**config.mk**
```make
export PLATFORM = sky130hd
export DESIGN_NAME = nearest_key_table_lookup_core_flat
export DESIGN_NICKNAME = d
export VERILOG_FILES = /design/src/design/nktl_pkg.sv /design/src/design/nktl_if.sv /design/src/design/nktl_ram.sv /design/src/design/nktl_dist_unit.sv /design/src/design/nearest_key_table_lookup_core.sv /design/src/flat_wrapper.sv
export VERILOG_INCLUDE_DIRS = /design/src /design/src/design
export SDC_FILE = /design/constraint.sdc
export NUM_CORES = 2
export LEC_CHECK = 0
export BUFFER_PORTS_ARGS = -buffer_cell sky130_fd_sc_hd__buf_2
export CORE_UTILIZATION = 45
export DETAILED_ROUTE_END_ITERATION = 7
export PLACE_DENSITY = 0.71
export SYNTH_ARGS = -nofsm -noshare
export SYNTH_HDL_FRONTEND = slang
export SYNTH_SLANG_ARGS = --single-unit
```
**constraint.sdc**
```tcl
create_clock -name clock -period 6 [get_ports clock]
set_input_delay 0.6 -clock clock [delete_from_list [all_inputs] [get_ports clock]]
set_output_delay 0.6 -clock clock [all_outputs]
set_load 0.02 [all_outputs]
```
**src/design/assert_macros.svh**
```systemverilog
// assertion helpers used by the lookup core
`ifndef ASSERT_MACROS_SVH
`define ASSERT_MACROS_SVH

// same-cycle implication, disabled while reset is high
`define NKTL_ASSERT_IMPL(label, clk, rst, ante, cons) \
   label: assert property (@(posedge clk) disable iff (rst) (ante) |-> (cons)) \
      else $error("nktl implication check failed");

// next-cycle implication, disabled while reset is high
`define NKTL_ASSERT_NEXT(label, clk, rst, ante, cons) \
   label: assert property (@(posedge clk) disable iff (rst) (ante) |=> (cons)) \
      else $error("nktl next-cycle check failed");

`endif

```
**src/design/nktl_pkg.sv**
```systemverilog
package nktl_pkg;

   localparam int DATA_W = 16;
   localparam int DIST_W = 20;
   localparam int ABS_W  = 17;

   // starting best distance, above any real 17-bit distance
   localparam logic [DIST_W-1:0] START_DISTANCE = 20'd1000000;

   // register map and reset
   localparam logic       REG_ENTRIES_IN_USE = 1'b0;
   localparam logic [6:0] ENTRIES_RESET      = 7'd64;

   typedef enum logic {
      OP_WRITE = 1'b0,
      OP_QUERY = 1'b1
   } op_type;

   typedef enum logic [1:0] {
      SEL_VOLT_ONE = 2'd0,
      SEL_VOLT_TWO = 2'd1,
      SEL_NONE     = 2'd2
   } sel_type;

   // one table row as stored in memory
   typedef struct packed {
      logic signed [DATA_W-1:0] command;
      logic signed [DATA_W-1:0] voltage_one;
      logic signed [DATA_W-1:0] voltage_two;
      logic signed [DATA_W-1:0] current;
   } entry_type;

   // compare unit result
   typedef struct packed {
      logic [ABS_W-1:0] distance;
      logic             better;
   } dist_result_type;

endpackage

```
**src/design/nktl_if.sv**
```systemverilog
// request channel: table write or nearest-command query
interface nktl_req_if;
   logic               valid;
   logic               ready;
   logic               op;
   logic        [5:0]  entry_index;
   logic signed [15:0] command_value;
   logic signed [15:0] voltage_one_in;
   logic signed [15:0] voltage_two_in;
   logic signed [15:0] current_in;
   logic        [1:0]  voltage_select;

   modport source (
      output valid, op, entry_index, command_value, voltage_one_in,
             voltage_two_in, current_in, voltage_select,
      input  ready
   );
   modport sink (
      input  valid, op, entry_index, command_value, voltage_one_in,
             voltage_two_in, current_in, voltage_select,
      output ready
   );
endinterface

// response channel: query result
interface nktl_rsp_if;
   logic               valid;
   logic               ready;
   logic        [5:0]  matched_index;
   logic signed [15:0] selected_voltage;
   logic signed [15:0] matched_current;

   modport source (
      output valid, matched_index, selected_voltage, matched_current,
      input  ready
   );
   modport sink (
      input  valid, matched_index, selected_voltage, matched_current,
      output ready
   );
endinterface

```
**src/design/nktl_ram.sv**
```systemverilog
module nktl_ram #(
   parameter int WIDTH = 64,
   parameter int DEPTH = 64
) (
   input  logic                     clock,
   input  logic                     wr_en,
   input  logic [$clog2(DEPTH)-1:0] wr_addr,
   input  logic [WIDTH-1:0]         wr_data,
   input  logic                     rd_en,
   input  logic [$clog2(DEPTH)-1:0] rd_addr,
   output logic [WIDTH-1:0]         rd_data
);

   logic [WIDTH-1:0] mem_ff [DEPTH];
   logic [WIDTH-1:0] rd_data_ff;

   // one write port, one registered read port
   always_ff @(posedge clock) begin
      if (wr_en) begin
         mem_ff[wr_addr] <= wr_data;
      end
      if (rd_en) begin
         rd_data_ff <= mem_ff[rd_addr];
      end
   end

   assign rd_data = rd_data_ff;

endmodule

```
**src/design/nktl_dist_unit.sv**
```systemverilog
module nktl_dist_unit
   import nktl_pkg::*;
(
   input  logic signed [DATA_W-1:0] key,
   input  logic signed [DATA_W-1:0] stored,
   input  logic        [DIST_W-1:0] best_dist,
   output dist_result_type          result
);

   logic signed [ABS_W-1:0] diff;
   logic        [ABS_W-1:0] abs_diff;

   // exact 17-bit difference, magnitude, strict compare against best
   always_comb begin
      diff            = ABS_W'(stored) - ABS_W'(key);
      abs_diff        = diff[ABS_W-1] ? ABS_W'(-diff) : ABS_W'(diff);
      result.distance = abs_diff;
      result.better   = DIST_W'(abs_diff) < best_dist;
   end

endmodule

```
**src/design/nearest_key_table_lookup_core.sv**
```systemverilog
// Nearest-command lookup table.
// req_chan carries two kinds of transfer. A write (op 0) stores command,
// voltage one, voltage two and current at entry_index and gives no response;
// an index at or beyond TABLE_DEPTH is dropped. A query (op 1) searches
// entries 0 to entries_in_use-1 for the stored command nearest the query
// command, lower index winning ties, and returns one rsp_chan transfer with
// the index, the voltage picked by voltage_select (0 for none) and the current.
// A query reads one entry per cycle through the table memory's single read
// port into the shared compare unit; it scans N entries, N being
// entries_in_use clipped to TABLE_DEPTH (at least 1), then passes the drain
// and finish states before the response register is loaded. req_chan.ready
// is low while a query runs. The response sits in an output register; if the
// receiver stalls, a following write is still taken, but the next query
// result waits for the register to drain.
// After reset the table is cleared one entry per cycle with req_chan.ready
// low; entries_in_use resets to 64 and its APB register (address 0) may be
// written at any time.
`include "assert_macros.svh"

module nearest_key_table_lookup_core
   import nktl_pkg::*;
#(
   parameter int TABLE_DEPTH = 64
) (
   input  logic        clock,
   input  logic        reset,
   nktl_req_if.sink    req_chan,
   nktl_rsp_if.source  rsp_chan,
   input  logic        csr_psel,
   input  logic        csr_penable,
   input  logic        csr_pwrite,
   input  logic [2:0]  csr_paddr,
   input  logic [31:0] csr_pwdata,
   output logic [31:0] csr_prdata,
   output logic        csr_pready
);

   localparam int AW = $clog2(TABLE_DEPTH);
   localparam int CW = $clog2(TABLE_DEPTH + 1);
   localparam int LW = (CW > 7) ? CW : 7;
   localparam int IW = (CW > 6) ? CW : 6;
   localparam int EW = $bits(entry_type);

   typedef enum logic [2:0] {
      ST_CLEAR,
      ST_IDLE,
      ST_SCAN,
      ST_DRAIN,
      ST_FINISH
   } state_type;

   state_type                state_ff, state_in;
   logic [AW-1:0]            addr_ff, addr_in;
   logic [AW-1:0]            last_ff, last_in;
   logic signed [DATA_W-1:0] key_ff, key_in;
   logic [1:0]               sel_ff, sel_in;
   logic                     cmp_valid_ff, cmp_valid_in;
   logic [AW-1:0]            cmp_idx_ff, cmp_idx_in;
   logic [AW-1:0]            best_idx_ff, best_idx_in;
   logic [DIST_W-1:0]        best_dist_ff, best_dist_in;
   logic signed [DATA_W-1:0] best_volt_ff, best_volt_in;
   logic signed [DATA_W-1:0] best_cur_ff, best_cur_in;
   logic                     rsp_valid_ff, rsp_valid_in;
   logic [5:0]               rsp_idx_ff, rsp_idx_in;
   logic signed [DATA_W-1:0] rsp_volt_ff, rsp_volt_in;
   logic signed [DATA_W-1:0] rsp_cur_ff, rsp_cur_in;
   logic [6:0]               entries_ff, entries_in;

   logic            req_accept;
   logic            csr_write;
   logic            wr_en;
   logic [AW-1:0]   wr_addr;
   entry_type       wr_entry;
   entry_type       rd_entry;
   logic [EW-1:0]   rd_data;
   logic [IW-1:0]   idx_wide;
   logic            idx_in_range;
   logic [LW-1:0]   clipped;
   logic [AW-1:0]   scan_last;
   logic [IW-1:0]   best_idx_wide;
   dist_result_type cmp_result;

   assign req_accept = req_chan.valid & req_chan.ready;
   assign csr_write  = csr_psel & csr_penable & csr_pwrite & csr_pready;

   // write position check against the table depth
   assign idx_wide     = IW'(req_chan.entry_index);
   assign idx_in_range = idx_wide < IW'(TABLE_DEPTH);

   // entries searched: clipped to the depth, an empty search reads entry 0
   always_comb begin
      clipped   = (LW'(entries_ff) > LW'(TABLE_DEPTH)) ? LW'(TABLE_DEPTH)
                                                       : LW'(entries_ff);
      scan_last = (clipped == '0) ? '0 : AW'(clipped - LW'(1));
   end

   // memory write port: clearing pass or accepted write transfer
   always_comb begin
      wr_entry.command     = req_chan.command_value;
      wr_entry.voltage_one = req_chan.voltage_one_in;
      wr_entry.voltage_two = req_chan.voltage_two_in;
      wr_entry.current     = req_chan.current_in;
      if (state_ff == ST_CLEAR) begin
         wr_en    = 1'b1;
         wr_addr  = addr_ff;
         wr_entry = '0;
      end else begin
         wr_en   = req_accept && (req_chan.op == OP_WRITE) && idx_in_range;
         wr_addr = idx_wide[AW-1:0];
      end
   end

   nktl_ram #(
      .WIDTH (EW),
      .DEPTH (TABLE_DEPTH)
   ) u_table (
      .clock   (clock),
      .wr_en   (wr_en),
      .wr_addr (wr_addr),
      .wr_data (wr_entry),
      .rd_en   (state_ff == ST_SCAN),
      .rd_addr (addr_ff),
      .rd_data (rd_data)
   );

   assign rd_entry = entry_type'(rd_data);

   // shared compare unit, one entry per cycle
   nktl_dist_unit u_dist (
      .key       (key_ff),
      .stored    (rd_entry.command),
      .best_dist (best_dist_ff),
      .result    (cmp_result)
   );

   assign best_idx_wide = IW'(best_idx_ff);

   // sequencer next state
   always_comb begin
      state_in     = state_ff;
      addr_in      = addr_ff;
      last_in      = last_ff;
      key_in       = key_ff;
      sel_in       = sel_ff;
      cmp_valid_in = 1'b0;
      cmp_idx_in   = addr_ff;
      best_idx_in  = best_idx_ff;
      best_dist_in = best_dist_ff;
      best_volt_in = best_volt_ff;
      best_cur_in  = best_cur_ff;
      rsp_valid_in = rsp_valid_ff;
      rsp_idx_in   = rsp_idx_ff;
      rsp_volt_in  = rsp_volt_ff;
      rsp_cur_in   = rsp_cur_ff;
      entries_in   = entries_ff;

      // config register write
      if (csr_write && (csr_paddr[2] == REG_ENTRIES_IN_USE)) begin
         entries_in = csr_pwdata[6:0];
      end

      // response transfer empties the output register
      if (rsp_valid_ff && rsp_chan.ready) begin
         rsp_valid_in = 1'b0;
      end

      // keep the nearest entry seen so far
      if (cmp_valid_ff && cmp_result.better) begin
         best_dist_in = DIST_W'(cmp_result.distance);
         best_idx_in  = cmp_idx_ff;
         best_cur_in  = rd_entry.current;
         case (sel_ff)
            SEL_VOLT_ONE: best_volt_in = rd_entry.voltage_one;
            SEL_VOLT_TWO: best_volt_in = rd_entry.voltage_two;
            default:      best_volt_in = '0;
         endcase
      end

      case (state_ff)
         ST_CLEAR: begin
            addr_in = addr_ff + AW'(1);
            if (addr_ff == AW'(TABLE_DEPTH - 1)) begin
               addr_in  = '0;
               state_in = ST_IDLE;
            end
         end
         ST_IDLE: begin
            if (req_accept && (req_chan.op == OP_QUERY)) begin
               key_in       = req_chan.command_value;
               sel_in       = req_chan.voltage_select;
               last_in      = scan_last;
               addr_in      = '0;
               best_dist_in = START_DISTANCE;
               best_idx_in  = '0;
               state_in     = ST_SCAN;
            end
         end
         ST_SCAN: begin
            cmp_valid_in = 1'b1;
            if (addr_ff == last_ff) begin
               state_in = ST_DRAIN;
            end else begin
               addr_in = addr_ff + AW'(1);
            end
         end
         ST_DRAIN: begin
            state_in = ST_FINISH;
         end
         ST_FINISH: begin
            if (!rsp_valid_ff || rsp_chan.ready) begin
               rsp_valid_in = 1'b1;
               rsp_idx_in   = best_idx_wide[5:0];
               rsp_volt_in  = best_volt_ff;
               rsp_cur_in   = best_cur_ff;
               state_in     = ST_IDLE;
            end
         end
         default: begin
            state_in = ST_IDLE;
         end
      endcase
   end

   // state and registered outputs
   always_ff @(posedge clock) begin
      if (reset) begin
         state_ff     <= ST_CLEAR;
         addr_ff      <= '0;
         cmp_valid_ff <= 1'b0;
         rsp_valid_ff <= 1'b0;
         entries_ff   <= ENTRIES_RESET;
      end else begin
         state_ff     <= state_in;
         addr_ff      <= addr_in;
         cmp_valid_ff <= cmp_valid_in;
         rsp_valid_ff <= rsp_valid_in;
         entries_ff   <= entries_in;
      end
      last_ff      <= last_in;
      key_ff       <= key_in;
      sel_ff       <= sel_in;
      cmp_idx_ff   <= cmp_idx_in;
      best_idx_ff  <= best_idx_in;
      best_dist_ff <= best_dist_in;
      best_volt_ff <= best_volt_in;
      best_cur_ff  <= best_cur_in;
      rsp_idx_ff   <= rsp_idx_in;
      rsp_volt_ff  <= rsp_volt_in;
      rsp_cur_ff   <= rsp_cur_in;
   end

   // channel and csr outputs
   assign req_chan.ready            = (state_ff == ST_IDLE);
   assign rsp_chan.valid            = rsp_valid_ff;
   assign rsp_chan.matched_index    = rsp_idx_ff;
   assign rsp_chan.selected_voltage = rsp_volt_ff;
   assign rsp_chan.matched_current  = rsp_cur_ff;
   assign csr_pready = 1'b1;
   assign csr_prdata = (csr_paddr[2] == REG_ENTRIES_IN_USE) ? 32'(entries_ff) : '0;

   // compares never run past the last searched entry
   `NKTL_ASSERT_IMPL(a_cmp_in_range, clock, reset, cmp_valid_ff, cmp_idx_ff <= last_ff)
   // an accepted query starts the scan at entry 0
   `NKTL_ASSERT_NEXT(a_query_starts_scan, clock, reset,
      req_accept && (req_chan.op == OP_QUERY), (state_ff == ST_SCAN) && (addr_ff == '0))
   // a response only appears at the end of a scan
   `NKTL_ASSERT_IMPL(a_rsp_from_finish, clock, reset,
      $rose(rsp_valid_ff), $past(state_ff == ST_FINISH))

endmodule

```
**src/flat_wrapper.sv**
```systemverilog
// flat-port wrapper written by rule: the top's interface ports become plain ports
module nearest_key_table_lookup_core_flat import nktl_pkg::*;
#(
   parameter int TABLE_DEPTH = 64
)
  (clock, reset, csr_psel, csr_penable, csr_pwrite, csr_paddr, csr_pwdata, csr_prdata, csr_pready, req_chan_valid, req_chan_op, req_chan_entry_index, req_chan_command_value, req_chan_voltage_one_in, req_chan_voltage_two_in, req_chan_current_in, req_chan_voltage_select, req_chan_ready, rsp_chan_valid, rsp_chan_matched_index, rsp_chan_selected_voltage, rsp_chan_matched_current, rsp_chan_ready);
  nktl_req_if req_chan_i ();
  nktl_rsp_if rsp_chan_i ();
  input  logic clock;
  input  logic reset;
  input  logic csr_psel;
  input  logic csr_penable;
  input  logic csr_pwrite;
  input  logic [2:0] csr_paddr;
  input  logic [31:0] csr_pwdata;
  output logic [31:0] csr_prdata;
  output logic csr_pready;
  input wire logic [$bits(req_chan_i.valid)-1:0] req_chan_valid;
  input wire logic [$bits(req_chan_i.op)-1:0] req_chan_op;
  input wire logic [$bits(req_chan_i.entry_index)-1:0] req_chan_entry_index;
  input wire logic [$bits(req_chan_i.command_value)-1:0] req_chan_command_value;
  input wire logic [$bits(req_chan_i.voltage_one_in)-1:0] req_chan_voltage_one_in;
  input wire logic [$bits(req_chan_i.voltage_two_in)-1:0] req_chan_voltage_two_in;
  input wire logic [$bits(req_chan_i.current_in)-1:0] req_chan_current_in;
  input wire logic [$bits(req_chan_i.voltage_select)-1:0] req_chan_voltage_select;
  output wire logic [$bits(req_chan_i.ready)-1:0] req_chan_ready;
  output wire logic [$bits(rsp_chan_i.valid)-1:0] rsp_chan_valid;
  output wire logic [$bits(rsp_chan_i.matched_index)-1:0] rsp_chan_matched_index;
  output wire logic [$bits(rsp_chan_i.selected_voltage)-1:0] rsp_chan_selected_voltage;
  output wire logic [$bits(rsp_chan_i.matched_current)-1:0] rsp_chan_matched_current;
  input wire logic [$bits(rsp_chan_i.ready)-1:0] rsp_chan_ready;
  assign req_chan_i.valid = req_chan_valid;
  assign req_chan_i.op = req_chan_op;
  assign req_chan_i.entry_index = req_chan_entry_index;
  assign req_chan_i.command_value = req_chan_command_value;
  assign req_chan_i.voltage_one_in = req_chan_voltage_one_in;
  assign req_chan_i.voltage_two_in = req_chan_voltage_two_in;
  assign req_chan_i.current_in = req_chan_current_in;
  assign req_chan_i.voltage_select = req_chan_voltage_select;
  assign req_chan_ready = req_chan_i.ready;
  assign rsp_chan_valid = rsp_chan_i.valid;
  assign rsp_chan_matched_index = rsp_chan_i.matched_index;
  assign rsp_chan_selected_voltage = rsp_chan_i.selected_voltage;
  assign rsp_chan_matched_current = rsp_chan_i.matched_current;
  assign rsp_chan_i.ready = rsp_chan_ready;
  nearest_key_table_lookup_core #(.TABLE_DEPTH(TABLE_DEPTH)) u_core (.clock(clock), .reset(reset), .req_chan(req_chan_i), .rsp_chan(rsp_chan_i), .csr_psel(csr_psel), .csr_penable(csr_penable), .csr_pwrite(csr_pwrite), .csr_paddr(csr_paddr), .csr_pwdata(csr_pwdata), .csr_prdata(csr_prdata), .csr_pready(csr_pready));
endmodule
```
==> flow_summary.toml <==
[sta]
hold_violations = 0
maxSlewHeadroom = 0.05612
setup-tns-final_ns = 0
fmax_ghz = 0.1856
finalMaxSlewViolations = 0
hold_slack_ns = 0.06419
rsz0062_at_grt = "false"
tightestPinTransition_ns = 1.412
skew_ns = 0.07377
min_period_over_period = 0.8980
setup_viol = 0
period_minus_slack_ns = 5.388

[yosys]
yosys_warnings = 0
synthFlopType = "edfxtp_1"
mappedNetlistArea_um2 = 164400
avgSynthCellArea_um2 = 24.76
ys_types = 60
synth_edf_count = 4254
ys_seq_area_frac = 0.7829
synthArstFlopShare = 0
ys_ff_latch = 4304
syn_inst = 6641

[cts]
root_buffer = "clkbuf_16"
cts_tree = "done"
cts_setup_buffers = 0
cts_buffers = 412
clock_latency_ns = 0.99
numClockSinks = 4304
post_cts_resized = 0
clock_path_buffers = 4
cts_hold_buffers = 34
cts.htree.levels = 5
clkTransAtPathRegs_ns = 0.06

[critical_path]
crit_arrival_ns = 6.07
cp-start-kind = "flop"
critPathMaxFanout = 21
crit_required_ns = 6.68
endpoint_kind = "flop"
critical_path_class = "reg2reg"

[power_and_ir_drop]
vdd_drop_max_mv = 0.2753
power.density_nw_per_um2 = 333.0
p_leak_nw = 58.02

[placed_design]
place.gp.congestion = 0.8118
placed_cell_area_um2 = 173000
hpwl_mm = 222.4
place.port_buffers = 134

[detailed_routing]
drtIter0Drc = 12310
wirelength_mm = 429.9
wl_per_cell_um = 35.00
drc = 0
vias = 77610
avgViaCountPerCell = 6.318
drt_pass1_iterations = 7
ant_nets = 0

[hold_path]
worstHoldPathType = "in2reg"

[floorplan]
rows = 221
die_w_um = 606.5
die-area_um2 = 367800
core_region_area_um2 = 363100
ios = 188
die_h_um = 606.5
start_util = 0.4529

[layout]
layout-drive-gt1-share = 0.3251
fin_area_um2 = 186800
final_nets = 7291
areaGrowthSynthToFinish_pct = 13.58

[run_status]
status = "finished clean"

[grt]
grtUsageTotal = 0.2315
grt_antenna_before_repair = 26
grt_pass1_wl_mm = 596.9
grt_overflow_total = 0
grt_pass1_vias = 77770
grt_max_degree = 134

[run]
maxCapViolations = 0
-- registers in the layout (all words and copies together) (netlist names), 7 cells and up --
register and flops:
u_core.u_table.mem_ff 4096, u_core.u_table.rd_data 64, u_core.best_dist_ff 20, u_core.best_cur_ff 16, u_core.best_volt_ff 16, u_core.key_ff 16
u_core.rsp_chan.matched_current 16, u_core.rsp_chan.selected_voltage 16, u_core.entries_ff 7
-- metal layers --
layer | up-vias | wire [um] | GRT usage
li1 | 29690 | - | -
met1 | 41700 | 156900 | 0.3122
met2 | 5340 | 209600 | 0.3748
met3 | 876 | 47200 | 0.05063
met4 | 10 | 16040 | 0.08137
met5 | - | 64 | 0
-- worst paths after layout --
path	end	cells past startpoint	slack, ns	start
hold reg to reg	u_core.best_cur_ff[1]	0	0.42	u_core.u_table.rd_data[1]
hold / removal	u_core.key_ff[0]	1	0.06	req_chan_command_value[0]
setup reg to reg	u_core.best_cur_ff[7]	18	0.61	u_core.key_ff[0]
setup / recovery	u_core.best_cur_ff[7]	18	0.61	u_core.key_ff[0]
-- cells by family after synthesis --
| family | after synthesis | synth area share |
|---|---|---|
| AOI/OAI and AO/OA | 127 | 0.004946 |
| xor gates and xnor gates | 33 | 0.001758 |
| adders and majority gates | 37 | 0.002861 |
| buffers and inverters | 412 | 0.01115 |
| DFF | 4304 | 0.7829 |
| muxes | 1376 | 0.1860 |
| other | 2 | 0.00004567 |
| and+or+nand+nor | 350 | 0.01030 |
-- cell usage after synthesis (5+ instances only) --
cell type,n,share of area
a211o_1,5,0.00027
a211oi_1,8,0.00037
a21o_1,6,0.00027
a21oi_1,39,0.0012
and2_1,67,0.0025
buf_1,45,0.0010
buf_2,78,0.0024
buf_4,40,0.0018
buf_6,5,0.00034
clkbuf_1,193,0.0044
dfxtp_1,50,0.0061
edfxtp_1,4254,0.78
ha_1,36,0.0027
inv_1,49,0.0011
mux2i_1,32,0.0019
mux4_2,1344,0.18
nand2_1,58,0.0013
nand2b_1,14,0.00053
nand3_1,16,0.00049
nand3b_1,10,0.00046
nand4_1,7,0.00027
nor2_1,135,0.0031
nor2b_1,10,0.00038
nor3_1,15,0.00046
o211ai_1,5,0.00023
o21a_1,8,0.00037
o21ai_0,21,0.00064
o21ai_1,5,0.00015
o31ai_1,8,0.00037
xnor2_1,17,0.00091
xor2_1,16,0.00085
-- per-stage QoR --
step	setup WS, ns	instances	util	total power, mW
3_5_place_dp	0.7280	11490	0.4766	36.95
4_1_cts	0.6950	12270	0.5143	62.43
5_1_grt	0.2469	12280	0.5144	63.67
2_1_floorplan	0.8146	6665	-	35.97
3_3_place_gp	0.6808	11490	0.4766	36.91
6_report	0.6120	12280	0.5144	62.19
-- worst max-delay path: stages (launching register included) --
cell and delay [ns]:
edfxtp_1 0.38, ha_1 0.22, fa_1 0.40, nand2b_1 0.21, a21oi_1 0.23, o21ai_0 0.16
o311ai_0 0.20, nand2_1 0.19, nor3_2 0.32, nand4_1 0.26, nor4b_1 0.42, ha_1 0.24
nor2_1 0.05, nor4_1 0.27, o31ai_1 0.14, nand2_1 0.10, a41o_1 0.14, clkinv_2 0.63
buf_4 0.49
-- layout by cell type, fill, tap and decap left out, drive strengths merged, types with 10 or more instances in the layout --
cell / Yosys / layout
and2: 67 / 67
edfxtp: 4254 / 4254
clkinvlp: 0 / 17
mux2i: 32 / 32
nor2: 135 / 135
nand3b: 10 / 10
clkinv: 1 / 181
nand2b: 14 / 14
xnor2: 17 / 17
mux4: 1344 / 1344
a21oi: 39 / 39
inv: 49 / 63
clkbuf: 194 / 501
bufinv: 0 / 40
dlygate4sd3: 0 / 34
nor3: 16 / 16
nor2b: 10 / 10
diode: 0 / 12
nand2: 58 / 58
dfxtp: 50 / 50
ha: 36 / 36
conb: 2 / 26
buf: 168 / 388
xor2: 16 / 16
nand3: 16 / 16
o21ai: 26 / 26
-- layout make-up --
cell class / instances / area [um2]
flip-flops and latches: 4304 / 128800
well taps: 4794 / 5998
repair buffers: 422 / 3931
multi-input cells: 1949 / 34480
clock buffers: 501 / 10710
inverters: 50 / 191.4
fillers: 26940 / 176300
diodes: 12 / 30.03
clock inverters: 251 / 2655
-- power by group --
group,switching [mW],internal (mW)
Combinational,1.69,1.75
Sequential,0.0932,32.8
Clock,11.3,14.5
Total,13.1,49.1
No activity file was read; power rests on OpenSTA's default activity.
